$ cat src/bfr_pkg.sv
// Shared types and constants for the brightness fade ramp.
// Used by bfr_divider, bfr_planner and brightness_fade_ramp_core.
package bfr_pkg;

  localparam int LEVEL_W    = 10;
  localparam int BRIGHT_W   = 8;
  localparam int STEP_W     = 14;
  localparam int DELAY_W    = 16;
  localparam int TIME_W     = 16;
  localparam int CFG_IDX_W  = 1;
  localparam int DVD_W      = 17;  // 10*(d-1) + T - 1 stays below 2^17
  localparam int DIV_CNT_W  = $clog2(DVD_W + 1);

  localparam int IN_FULL     = 255;
  localparam int OUT_FULL    = 1023;
  localparam int MIN_STEP_MS = 10;
  localparam int BRIGHT_THIRD = IN_FULL / 3;

  localparam logic [TIME_W-1:0]  TRANS_RESET = TIME_W'(1000);
  localparam logic [DELAY_W-1:0] MAXD_RESET  = DELAY_W'(100);

  // request opcodes
  localparam logic FUNC_SET  = 1'b0;
  localparam logic FUNC_TICK = 1'b1;

  // config register indexes
  localparam logic [CFG_IDX_W-1:0] CFG_TRANSITION = 1'b0;
  localparam logic [CFG_IDX_W-1:0] CFG_MAX_DELAY  = 1'b1;

  typedef struct packed {
    logic               start;
    logic [DVD_W-1:0]   dividend;
    logic [DELAY_W-1:0] divisor;
  } div_req_t;

  typedef struct packed {
    logic               done;
    logic [DVD_W-1:0]   quotient;
    logic [DELAY_W-1:0] remainder;
  } div_rsp_t;

  typedef struct packed {
    logic               start;
    logic [LEVEL_W-1:0] span;       // distance minus one, at least one
    logic [TIME_W-1:0]  trans_time; // nonzero
    logic [DELAY_W-1:0] max_delay;
  } plan_req_t;

  typedef struct packed {
    logic               done;
    logic [STEP_W-1:0]  step_size;
    logic [DELAY_W-1:0] step_delay;
  } plan_rsp_t;

endpackage

$ cat src/bfr_divider.sv
// Bit-serial restoring divider, one quotient bit per cycle.
// Depends on bfr_pkg for widths and the request/response structs.
module bfr_divider (
  input  logic              clk,
  input  logic              rst_n,
  input  bfr_pkg::div_req_t req,
  output bfr_pkg::div_rsp_t rsp
);
  import bfr_pkg::*;

  logic [DVD_W-1:0]     dvd_r;   // dividend shifts out, quotient shifts in
  logic [DELAY_W-1:0]   rem_r;
  logic [DELAY_W-1:0]   dsr_r;
  logic [DIV_CNT_W-1:0] cnt_r;
  logic                 busy_r;
  logic                 done_r;

  logic [DELAY_W:0] trial;
  logic [DELAY_W:0] diff;
  logic             fits;

  assign trial = {rem_r, dvd_r[DVD_W-1]};
  assign diff  = trial - {1'b0, dsr_r};
  assign fits  = (trial >= {1'b0, dsr_r});

  always_ff @(posedge clk) begin
    if (!rst_n) begin
      busy_r <= 1'b0;
      done_r <= 1'b0;
      cnt_r  <= '0;
    end else begin
      done_r <= 1'b0;
      if (req.start) begin
        dvd_r  <= req.dividend;
        dsr_r  <= req.divisor;
        rem_r  <= '0;
        cnt_r  <= DIV_CNT_W'(DVD_W);
        busy_r <= 1'b1;
      end else if (busy_r) begin
        rem_r <= fits ? diff[DELAY_W-1:0] : trial[DELAY_W-1:0];
        dvd_r <= {dvd_r[DVD_W-2:0], fits};
        cnt_r <= cnt_r - DIV_CNT_W'(1);
        if (cnt_r == DIV_CNT_W'(1)) begin
          busy_r <= 1'b0;
          done_r <= 1'b1;
        end
      end
    end
  end

  assign rsp.done      = done_r;
  assign rsp.quotient  = dvd_r;
  assign rsp.remainder = rem_r;

endmodule

$ cat src/bfr_planner.sv
// Fade planner: step size and step delay from distance and transition time.
// Depends on bfr_pkg; runs two divides in turn on one bfr_divider.
module bfr_planner (
  input  logic               clk,
  input  logic               rst_n,
  input  bfr_pkg::plan_req_t req,
  output bfr_pkg::plan_rsp_t rsp
);
  import bfr_pkg::*;

  typedef enum logic [2:0] {
    P_IDLE,
    P_DIV1,
    P_WAIT1,
    P_DIV2,
    P_WAIT2
  } plan_state_t;

  plan_state_t        state_r;
  logic [LEVEL_W-1:0] span_r;
  logic [TIME_W-1:0]  time_r;
  logic [DELAY_W-1:0] maxd_r;
  logic [DVD_W-1:0]   num_r;
  logic [DVD_W-1:0]   prod_r;
  logic [STEP_W-1:0]  step_r;
  div_req_t           div_req_r;
  plan_rsp_t          rsp_r;
  div_rsp_t           div_rsp;

  logic [DVD_W-1:0] num_in;

  // ceil(10*span / T) as floor((10*span + T - 1) / T)
  assign num_in = DVD_W'({req.span, 3'b000}) + DVD_W'({req.span, 1'b0})
                + DVD_W'(req.trans_time) - DVD_W'(1);

  bfr_divider u_div (
    .clk   (clk),
    .rst_n (rst_n),
    .req   (div_req_r),
    .rsp   (div_rsp)
  );

  always_ff @(posedge clk) begin
    if (!rst_n) begin
      state_r         <= P_IDLE;
      div_req_r.start <= 1'b0;
      rsp_r.done      <= 1'b0;
    end else begin
      div_req_r.start <= 1'b0;
      rsp_r.done      <= 1'b0;
      unique case (state_r)
        P_IDLE: begin
          if (req.start) begin
            span_r  <= req.span;
            time_r  <= req.trans_time;
            maxd_r  <= req.max_delay;
            num_r   <= num_in;
            state_r <= P_DIV1;
          end
        end
        P_DIV1: begin
          div_req_r.start    <= 1'b1;
          div_req_r.dividend <= num_r;
          div_req_r.divisor  <= time_r;
          state_r            <= P_WAIT1;
        end
        P_WAIT1: begin
          if (div_rsp.done) begin
            step_r  <= div_rsp.quotient[STEP_W-1:0];
            // step * T falls out as dividend minus remainder
            prod_r  <= num_r - DVD_W'(div_rsp.remainder);
            state_r <= P_DIV2;
          end
        end
        P_DIV2: begin
          div_req_r.start    <= 1'b1;
          div_req_r.dividend <= prod_r;
          div_req_r.divisor  <= DELAY_W'(span_r);
          state_r            <= P_WAIT2;
        end
        P_WAIT2: begin
          if (div_rsp.done) begin
            rsp_r.done      <= 1'b1;
            rsp_r.step_size <= step_r;
            if (div_rsp.quotient > DVD_W'(maxd_r)) begin
              rsp_r.step_delay <= maxd_r;
            end else begin
              rsp_r.step_delay <= div_rsp.quotient[DELAY_W-1:0];
            end
            state_r <= P_IDLE;
          end
        end
        default: state_r <= P_IDLE;
      endcase
    end
  end

  assign rsp = rsp_r;

endmodule

$ cat src/brightness_fade_ramp_core.sv
// Fade engine for one 10-bit linear light level. A tick request, and a set request
// whose distance to the new target is zero or one, is answered at the edge that
// accepts it, so its result is offered from the next cycle and the next request
// can be taken then. A longer fade is planned by two 17-step restoring divides on
// one bit-serial divider; the result of such a set request is registered once both
// divides are through, and no further request is taken before then. One request is
// in work at a time; the next is taken as soon as the result register is free or
// being emptied. Config writes are always ready.
// Depends on bfr_pkg, bfr_planner and bfr_divider.
module brightness_fade_ramp_core (
  input  logic                            clk,
  input  logic                            rst_n,
  input  logic                            in_valid,
  output logic                            in_ready,
  input  logic                            in_func,
  input  logic                            in_turn_on,
  input  logic [bfr_pkg::BRIGHT_W-1:0]    in_bright_in,
  output logic                            out_valid,
  input  logic                            out_ready,
  output logic [bfr_pkg::LEVEL_W-1:0]     out_level,
  output logic                            out_fading,
  output logic                            out_stepped,
  input  logic                            cfg_valid,
  output logic                            cfg_ready,
  input  logic [bfr_pkg::CFG_IDX_W-1:0]   cfg_index,
  input  logic [bfr_pkg::DELAY_W-1:0]     cfg_data
);
  import bfr_pkg::*;

  typedef enum logic {
    S_IDLE,
    S_PLAN
  } core_state_t;

  core_state_t        state_r;
  logic [TIME_W-1:0]  trans_time_r;
  logic [DELAY_W-1:0] max_delay_r;
  logic [LEVEL_W-1:0] cur_level_r;
  logic [LEVEL_W-1:0] target_level_r;
  logic               is_fading_r;
  logic [STEP_W-1:0]  step_size_r;
  logic [DELAY_W-1:0] step_delay_r;
  logic [DELAY_W-1:0] wait_left_r;
  logic               out_valid_r;
  logic [LEVEL_W-1:0] out_level_r;
  logic               out_fading_r;
  logic               out_stepped_r;

  logic               in_acc;
  logic [1:0]         bright_frac;
  logic [LEVEL_W-1:0] target_new;
  logic [LEVEL_W-1:0] lvl_gap;
  plan_req_t          plan_req;
  plan_rsp_t          plan_rsp;

  logic [DELAY_W-1:0] wait_dec;
  logic [STEP_W:0]    up_sum;
  logic [LEVEL_W-1:0] down_gap;
  logic [LEVEL_W-1:0] tick_level;
  logic               tick_fading;
  logic               tick_stepped;
  logic [DELAY_W-1:0] tick_wait;

  // config registers
  assign cfg_ready = 1'b1;

  always_ff @(posedge clk) begin
    if (!rst_n) begin
      trans_time_r <= TRANS_RESET;
      max_delay_r  <= MAXD_RESET;
    end else if (cfg_valid) begin
      unique case (cfg_index)
        CFG_TRANSITION: trans_time_r <= cfg_data;
        CFG_MAX_DELAY:  max_delay_r  <= cfg_data;
        default: ;
      endcase
    end
  end

  assign in_ready = (state_r == S_IDLE) && (!out_valid_r || out_ready);
  assign in_acc   = in_valid && in_ready;

  // bri*1023/255 = 4*bri + floor(bri/85)
  always_comb begin
    if (in_bright_in >= BRIGHT_W'(3 * BRIGHT_THIRD)) begin
      bright_frac = 2'd3;
    end else if (in_bright_in >= BRIGHT_W'(2 * BRIGHT_THIRD)) begin
      bright_frac = 2'd2;
    end else if (in_bright_in >= BRIGHT_W'(BRIGHT_THIRD)) begin
      bright_frac = 2'd1;
    end else begin
      bright_frac = 2'd0;
    end
  end

  assign target_new = in_turn_on ? ({in_bright_in, 2'b00} + LEVEL_W'(bright_frac))
                                 : '0;
  assign lvl_gap = (target_new > cur_level_r) ? (target_new - cur_level_r)
                                              : (cur_level_r - target_new);

  assign plan_req.start      = in_acc && (in_func == FUNC_SET) && (lvl_gap > LEVEL_W'(1));
  assign plan_req.span       = lvl_gap - LEVEL_W'(1);
  assign plan_req.trans_time = (trans_time_r == '0) ? TIME_W'(1) : trans_time_r;
  assign plan_req.max_delay  = max_delay_r;

  bfr_planner u_planner (
    .clk   (clk),
    .rst_n (rst_n),
    .req   (plan_req),
    .rsp   (plan_rsp)
  );

  // tick: count down, then move one step toward the target
  assign wait_dec = (wait_left_r != '0) ? (wait_left_r - DELAY_W'(1)) : '0;
  assign up_sum   = (STEP_W + 1)'(cur_level_r) + (STEP_W + 1)'(step_size_r);
  assign down_gap = cur_level_r - target_level_r;

  always_comb begin
    tick_level   = cur_level_r;
    tick_fading  = is_fading_r;
    tick_stepped = 1'b0;
    tick_wait    = wait_left_r;
    if (is_fading_r) begin
      if (wait_dec != '0) begin
        tick_wait = wait_dec;
      end else begin
        if (cur_level_r < target_level_r) begin
          tick_level = (up_sum > (STEP_W + 1)'(target_level_r)) ? target_level_r
                                                                : up_sum[LEVEL_W-1:0];
        end else if (cur_level_r > target_level_r) begin
          tick_level = (STEP_W'(down_gap) < step_size_r) ? target_level_r
                       : (cur_level_r - step_size_r[LEVEL_W-1:0]);
        end
        tick_fading  = (tick_level != target_level_r);
        tick_stepped = 1'b1;
        tick_wait    = step_delay_r;
      end
    end
  end

  always_ff @(posedge clk) begin
    if (!rst_n) begin
      state_r        <= S_IDLE;
      cur_level_r    <= '0;
      target_level_r <= '0;
      is_fading_r    <= 1'b0;
      step_size_r    <= '0;
      step_delay_r   <= '0;
      wait_left_r    <= '0;
      out_valid_r    <= 1'b0;
    end else begin
      if (out_valid_r && out_ready) begin
        out_valid_r <= 1'b0;
      end
      unique case (state_r)
        S_IDLE: begin
          if (in_acc) begin
            if (in_func == FUNC_SET) begin
              target_level_r <= target_new;
              if (lvl_gap == '0) begin
                is_fading_r   <= 1'b0;
                out_valid_r   <= 1'b1;
                out_level_r   <= cur_level_r;
                out_fading_r  <= 1'b0;
                out_stepped_r <= 1'b0;
              end else if (lvl_gap == LEVEL_W'(1)) begin
                step_size_r   <= STEP_W'(1);
                step_delay_r  <= '0;
                wait_left_r   <= '0;
                is_fading_r   <= 1'b1;
                out_valid_r   <= 1'b1;
                out_level_r   <= cur_level_r;
                out_fading_r  <= 1'b1;
                out_stepped_r <= 1'b0;
              end else begin
                state_r <= S_PLAN;
              end
            end else begin
              cur_level_r   <= tick_level;
              is_fading_r   <= tick_fading;
              wait_left_r   <= tick_wait;
              out_valid_r   <= 1'b1;
              out_level_r   <= tick_level;
              out_fading_r  <= tick_fading;
              out_stepped_r <= tick_stepped;
            end
          end
        end
        S_PLAN: begin
          if (plan_rsp.done) begin
            step_size_r   <= plan_rsp.step_size;
            step_delay_r  <= plan_rsp.step_delay;
            wait_left_r   <= '0;
            is_fading_r   <= 1'b1;
            out_valid_r   <= 1'b1;
            out_level_r   <= cur_level_r;
            out_fading_r  <= 1'b1;
            out_stepped_r <= 1'b0;
            state_r       <= S_IDLE;
          end
        end
        default: state_r <= S_IDLE;
      endcase
    end
  end

  assign out_valid   = out_valid_r;
  assign out_level   = out_level_r;
  assign out_fading  = out_fading_r;
  assign out_stepped = out_stepped_r;

`ifndef SYNTHESIS
  a_idle_settled: assert property (@(posedge clk) disable iff (!rst_n)
    (state_r == S_IDLE && !is_fading_r) |-> (cur_level_r == target_level_r))
    else $error("idle and not fading but level differs from target");

  a_step_nonzero: assert property (@(posedge clk) disable iff (!rst_n)
    is_fading_r |-> (step_size_r != '0))
    else $error("fade active with zero step size");

  a_plan_done_state: assert property (@(posedge clk) disable iff (!rst_n)
    plan_rsp.done |-> (state_r == S_PLAN))
    else $error("planner finished outside of planning state");

  a_plan_out_empty: assert property (@(posedge clk) disable iff (!rst_n)
    (state_r == S_PLAN) |-> !out_valid_r)
    else $error("result register occupied while planning");
`endif

endmodule
$ cat config.mk
export PLATFORM = sky130hd
export DESIGN_NAME = brightness_fade_ramp_core
export DESIGN_NICKNAME = d
export VERILOG_FILES = /design/src/bfr_pkg.sv /design/src/bfr_divider.sv /design/src/bfr_planner.sv /design/src/brightness_fade_ramp_core.sv
export SDC_FILE = /design/constraint.sdc
export NUM_CORES = 1
export LEC_CHECK = 0
export BUFFER_PORTS_ARGS = -buffer_cell sky130_fd_sc_hd__buf_2
export CAP_MARGIN = 5
export CORE_ASPECT_RATIO = 0.9
export CORE_UTILIZATION = 40
export CTS_BUF_LIST = sky130_fd_sc_hd__clkbuf_8
export DETAILED_ROUTE_END_ITERATION = 6
export PLACE_DENSITY_LB_ADDON = 0.05
export SYNTH_ARGS = -nofsm -noshare
export SYNTH_HDL_FRONTEND = slang
export SYNTH_SLANG_ARGS = --single-unit
$ cat constraint.sdc
create_clock -name clk -period 21.7 [get_ports clk]
set_input_delay 6.51 -clock clk [delete_from_list [all_inputs] [get_ports clk]]
set_output_delay 6.51 -clock clk [all_outputs]
set_load 0.1 [all_outputs]
==> flow_summary.json, run 1 <==
{
  "dpl_cell_area_sq_um": 20800,
  "die_w_um": 238,
  "fin_area_sq_um": 21900,
  "grt_max_degree": 60,
  "postLayoutCoreUtil": 0.446,
  "syn_to_final_growth_pct": 9.59,
  "setup_viol": 0,
  "syn_avg_cell_area_sq_um": 9.73,
  "synth_edf_count": 214,
  "cts_resized": 0,
  "worstHoldEndpoint": "u_planner.u_div.dsr_r[11]",
  "totalWireLength_um": 58100,
  "globalRouteOverflowTotal": 0,
  "grt_pass1_vias": 15100,
  "portBuffers": 45,
  "synth_warnings": 0,
  "dp_hpwl_um": 42600,
  "synth.distinct_cells": 92,
  "cts_buffers": 58,
  "tightest_slew_ps": 1260,
  "hp-start": "u_planner.div_req_r[11]",
  "drt_iter0_markers": 1304,
  "ant_nets": 0,
  "dr.pass1.iters": 5,
  "worstSkewPairLatency_ps": 670,
  "diodes": 0,
  "powerDensity_nw_per_um2": 97.9,
  "path_common_cell": "ha_1",
  "worstHoldPathCells": 0,
  "crit_path_end_kind": "flop",
  "antenna_found_initial": 4,
  "hold_viol": 0,
  "cpPeakStageDelay_ps": 920,
  "path_buf_inv": 3,
  "synth_cells": 2058,
  "dr_total_vias": 15600,
  "cpLargestDelayFamily": "compound AO/OA/AOI/OAI gates",
  "rr_endpoint": "u_planner.num_r[16]",
  "ys_async_sr_fraction": 0,
  "maxCapViolations": 0,
  "synth_nets": 2256,
  "slew_viol_final": 0,
  "syn_area_sq_um": 20000,
  "r2r_start": "cur_level_r[8]",
  "cellLeakagePower_nw": 8.68,
  "wl_per_cell_um": 20.8,
  "worstHoldPathType": "reg2reg",
  "reg2reg_depth": 24,
  "ctsHoldBuffers": 0,
  "grt_pass1_wl_um": 89900,
  "status": "complete, no violations",
  "start_util": 0.407,
  "timing.hold.ws_ps": 407,
  "ys_seq_area_frac": 0.434,
  "vias_per_cell": 5.60,
  "drive_above_1_share": 0.103,
  "path_clk_slew_ps": 70,
  "fin_worst_skew_ps": 38.2,
  "num_io_pins": 47,
  "cts_setup_buffers": 0,
  "fin_setup_tns_ps": 0,
  "irDropWorstVdd_v": 0.0000974,
  "row_count": 77,
  "core_sq_um": 49200,
  "rsz0062_at_grt": "false",
  "slew_headroom": 0.152,
  "criticalPathCategory": "in2reg",
  "cts_sinks": 327,
  "clk_path_buf_depth": 3,
  "die_area_sq_um": 51000,
  "cp_max_fo": 13,
  "cts_root_buf": "clkbuf_8",
  "reg2reg_slack_ps": 14050,
  "fp.dieH_um": 214,
  "synth-seq-cells": 327,
  "gp_congestion": 0.926,
  "cts.htree.levels": 2,
  "crit_required_ps": 22130,
  "slowest_stage": "xnor2_1",
  "cts_tree": "yes",
  "cp_data_arrival_time_ps": 14280,
  "synth_flop_cell": "edfxtp_1",
  "fin_crit_sh": 0.638,
  "period_minus_slack_ps": 13850,
  "max_freq_mhz": 72.2,
  "drc": 0,
  "globalRouteTotalUtil": 0.228,
  "fin_nets": 2272,
  "p_total_mw": 2.15,
  "worst_setup_path_start_kind": "primary input"
}
[layer usage]
layer | up-vias | GRT usage | wire [um] | part of all wire
li1 | 7527 | - | - | -
met2 | 388 | 0.343 | 25100 | 0.43
met5 | - | 0 | 10 | 0.00017
met4 | 2 | 0.0594 | 1100 | 0.019
met3 | 87 | 0.0324 | 2800 | 0.048
met1 | 7640 | 0.342 | 29100 | 0.50
[state kept, by name, indices dropped and copies added, names as in the netlist, 5 cells and up]
register / cells
cur_level_r: 10
max_delay_r: 16
out_level: 10
step_delay_r: 16
step_size_r: 14
target_level_r: 10
trans_time_r: 16
u_planner.div_req_r: 34
u_planner.maxd_r: 16
u_planner.num_r: 17
u_planner.prod_r: 17
u_planner.rsp: 31
u_planner.span_r: 10
u_planner.step_r: 14
u_planner.time_r: 16
u_planner.u_div.cnt_r: 5
u_planner.u_div.dsr_r: 16
u_planner.u_div.dvd_r: 17
u_planner.u_div.rem_r: 16
wait_left_r: 16
[cells in the mapped netlist, drive strengths merged (24+ instances only)]
cell type / instances / area share
mux2: 28 / 0.016
a22oi: 38 / 0.014
nand2: 153 / 0.029
edfxtp: 214 / 0.32
o2111ai: 24 / 0.010
a21oi: 139 / 0.035
nor2: 178 / 0.033
o21ai: 63 / 0.016
a22o: 28 / 0.012
nand3: 41 / 0.010
and3: 27 / 0.0084
nor3: 33 / 0.0085
inv: 189 / 0.035
dfxtp: 113 / 0.11
clkbuf: 93 / 0.017
xor2: 38 / 0.018
xnor2: 60 / 0.027
ha: 157 / 0.098
o21a: 35 / 0.013
a211oi: 29 / 0.011
[worst max-delay path by stage]
| stage | depth (start not counted) | to | from |
|---|---|---|---|
| floorplan | 2 | in_ready | out_ready |
| global placement | 31 | u_planner.num_r[16] | in_bright_in[2] |
| detailed placement | 31 | u_planner.num_r[16] | in_bright_in[2] |
| CTS | 4 | in_ready | out_ready |
| global route | 31 | u_planner.num_r[16] | in_bright_in[2] |
| finish | 31 | u_planner.num_r[16] | in_bright_in[2] |
[power breakdown]
part           internal, mW  switching (mW)
sequential            0.731          0.0203
combinational         0.341           0.499
clock                 0.289           0.268
[area by class of cell]
cell class	count	area, sq um
well taps	671	840
multi-input cells	1432	10200
clock inverters	42	234
inverters	189	709
repair buffers	66	383
flip-flops and latches	327	8690
fillers	4816	27300
clock buffers	65	895
[per-stage QoR]
step | worst slack, ps | std cells
finish | 7850 | 2792
global route | 7290 | 2792
floorplan | 7100 | 2058
detailed placement | 7300 | 2685
CTS | 7880 | 2792
global placement | 7500 | 2685
[cells in the final DEF (no fill, tap or decap), types with 19 or more instances in the layout]
cell         n
nor3_1      31
a22oi_1     38
mux2_2      28
nand2_1    153
buf_2       45
nand2b_1    23
inv_1      208
buf_4       21
clkbuf_8    65
nor2_1     175
edfxtp_1   214
xnor2_1     58
ha_1       157
dfxtp_1    113
o21a_1      35
a21oi_1    135
o2111ai_1   24
nand4_1     19
a22o_1      28
xor2_1      35
o21ai_0     60
nand3_1     40
a211oi_1    29
and3_1      27
[cells by family (layout without fill, tap and decap cells)]
| kind of cell | after synthesis | count (layout) | share of synthesized area |
|---|---|---|---|
| AOI/OAI and AO/OA | 516 | 516 | 0.179 |
| xor gates and xnor gates | 99 | 99 | 0.0459 |
| adders and majority gates | 166 | 166 | 0.107 |
| buffers and inverters | 299 | 362 | 0.0586 |
| DFF | 327 | 327 | 0.434 |
| muxes | 43 | 43 | 0.0245 |
| other | 1 | 1 | 0.000187 |
| and+or+nand+nor | 607 | 607 | 0.151 |
No activity file was read; power rests on OpenSTA's default activity.
==> run 2: changes to the inputs <==
- ABC_AREA: unset -> 1
- clock period: 21.7 -> 11.2 ns (I/O delays scaled with it)
==> flow_summary.json, run 2 <==
{
  "status": "complete, no violations",
  "synth_edf_count": 214,
  "slowest_stage": "or4_1",
  "r2r_start": "cur_level_r[5]",
  "ant_nets": 0,
  "wl_per_cell_um": 18.0,
  "syn_area_sq_um": 19700,
  "place_ws_ps": 1290,
  "setup_viol": 0,
  "final.setup.worst_slack_ps": 1930,
  "cts.htree.levels": 2,
  "period_minus_slack_ps": 9270,
  "drc": 0,
  "worstSetupStartpoint": "in_bright_in[7]",
  "reg2reg_slack_ps": 4990,
  "postLayoutCoreUtil": 0.449,
  "gp_congestion": 0.922,
  "cts_buffers": 56,
  "largest_reg_flops": 34,
  "core_sq_um": 48200,
  "powerDensity_nw_per_um2": 195,
  "die_w_um": 236,
  "dr_total_vias": 15500,
  "max_freq_mhz": 108,
  "row_count": 76,
  "dr.pass1.iters": 5,
  "crit_end": "u_planner.num_r[15]",
  "cpPeakStageDelay_ps": 530,
  "maxCapViolations": 0,
  "syn_avg_cell_area_sq_um": 8.36,
  "num_io_pins": 47,
  "timing.hold.ws_ps": 416,
  "rsz0062_at_grt": "false",
  "die_area_sq_um": 50100,
  "worstSkewPairLatency_ps": 670,
  "criticalPathCategory": "in2reg",
  "synth-seq-cells": 327,
  "slew_viol_final": 0,
  "globalRouteOverflowTotal": 0,
  "multi_input_area_sq_um": 9200,
  "ys_seq_area_frac": 0.442,
  "vias_per_cell": 5.07,
  "start_util": 0.408,
  "largest_register": "u_planner.div_req_r",
  "path_clk_slew_ps": 60,
  "hold_viol": 0,
  "cts_tree": "yes",
  "synth_commonest_cells": "nand2_1, inv_1, edfxtp_1",
  "fin_crit_sh": 0.828,
  "reg2reg_depth": 33,
  "cellLeakagePower_nw": 9.78,
  "cts_root_buf": "clkbuf_8",
  "crit_required_ps": 11630,
  "rr_endpoint": "u_planner.num_r[15]",
  "synth_top_area_frac": 0.327,
  "cts_resized": 0,
  "ctsHoldBuffers": 0,
  "fin_worst_skew_ps": 31.0,
  "final_common_cell": "nand2_1",
  "synth_warnings": 0,
  "worstHoldPathType": "reg2reg",
  "yosys-top-cells-area": "edfxtp_1, dfxtp_1, ha_1, nand2_1, inv_1",
  "fin_setup_tns_ps": 0,
  "synth_nets": 2550,
  "syn_to_final_growth_pct": 10.0,
  "mostFrequentLayoutCells": "nand2_1, inv_1, edfxtp_1, a21oi_1, ha_1",
  "portBuffers": 45,
  "grt_pass1_wl_um": 85400,
  "ys_async_sr_fraction": 0,
  "diodes": 0,
  "crit_path_end_kind": "flop",
  "drt_iter0_markers": 959,
  "globalRouteTotalUtil": 0.222,
  "tightest_slew_ps": 1140,
  "slew_headroom": 0.239,
  "irDropWorstVdd_v": 0.000179,
  "seqCellArea_sq_um": 8690,
  "synth.distinct_cells": 64,
  "clk_path_buf_depth": 3,
  "fill_cells": 4839,
  "fin_nets": 2590,
  "synth_cells": 2352,
  "drive_above_1_share": 0.0918,
  "worst_setup_path_start_kind": "primary input",
  "antenna_found_initial": 0,
  "yosysTopAreaCell": "edfxtp_1",
  "grt_pass1_vias": 15000,
  "cp_data_arrival_time_ps": 9690,
  "p_total_mw": 4.22,
  "cts_sinks": 327,
  "dp_hpwl_um": 41800,
  "fp.dieH_um": 212,
  "yosysMostFrequentCell": "nand2_1",
  "totalWireLength_um": 55200,
  "path_common_cell": "nand2_1",
  "cp_max_fo": 10,
  "synth_flop_cell": "edfxtp_1",
  "grt_max_degree": 60,
  "cts_setup_buffers": 0
}
## run 2: worst min path at each step
stage / startpoint / end / depth (start not counted) / slack, ps
after floorplan: u_planner.step_r[0] / u_planner.rsp[16] / 0 / 400
after global placement: u_planner.div_req_r[8] / u_planner.u_div.dsr_r[8] / 0 / 400
after detailed placement: u_planner.step_r[5] / u_planner.rsp[21] / 0 / 400
after CTS: u_planner.div_req_r[6] / u_planner.u_div.dsr_r[6] / 0 / 420
after global routing: u_planner.div_req_r[10] / u_planner.u_div.dsr_r[10] / 0 / 420
final: u_planner.div_req_r[6] / u_planner.u_div.dsr_r[6] / 0 / 420
## run 2: where the power goes
| part | internal, mW | leakage [nW] | switching, mW |
|---|---|---|---|
| clock network | 0.600 | 0.689 | 0.527 |
| registers | 1.48 | 2.87 | 0.0669 |
| logic | 0.545 | 6.21 | 0.993 |
## run 2: layout make-up
type                    instances  area share
clock buffers                  68      0.0432
clock inverters                38      0.0107
inverters                     378      0.0658
multi-input cells            1564       0.425
flip-flops and latches        327       0.402
well taps                     624      0.0361
repair buffers                 65      0.0173
## run 2: cell families (layout without fill, tap and decap cells)
group	after synthesis	in the layout	share of synthesized area
compound gates	433	433	0.123
buf+inv	461	549	0.0918
xor+xnor	97	97	0.0436
fa+ha+maj	166	166	0.109
other cells	1	1	0.000191
flops	327	327	0.442
simple gates	867	867	0.190
## run 2: metal layers
layer	GRT usage	up-vias	part of all wire
li1	-	7874	-
met1	0.298	7241	0.48
met2	0.365	317	0.45
met3	0.0267	101	0.037
met4	0.0872	0	0.035
met5	0	-	0
## run 2: metrics by stage
step	area [sq um]	std cells
after global placement	20500	2958
after CTS	21600	3064
after floorplan	19700	2352
final	21600	3064
after global routing	21600	3064
after detailed placement	20500	2958
## run 2: critical path: cells and delay by family
kind / cells / cell delay, ps
and+or+nand+nor: 15 / 1930
adders and majority gates: 6 / 1840
AOI/OAI and AO/OA: 8 / 1660
xor gates and xnor gates: 3 / 390
buffers and inverters: 7 / 510
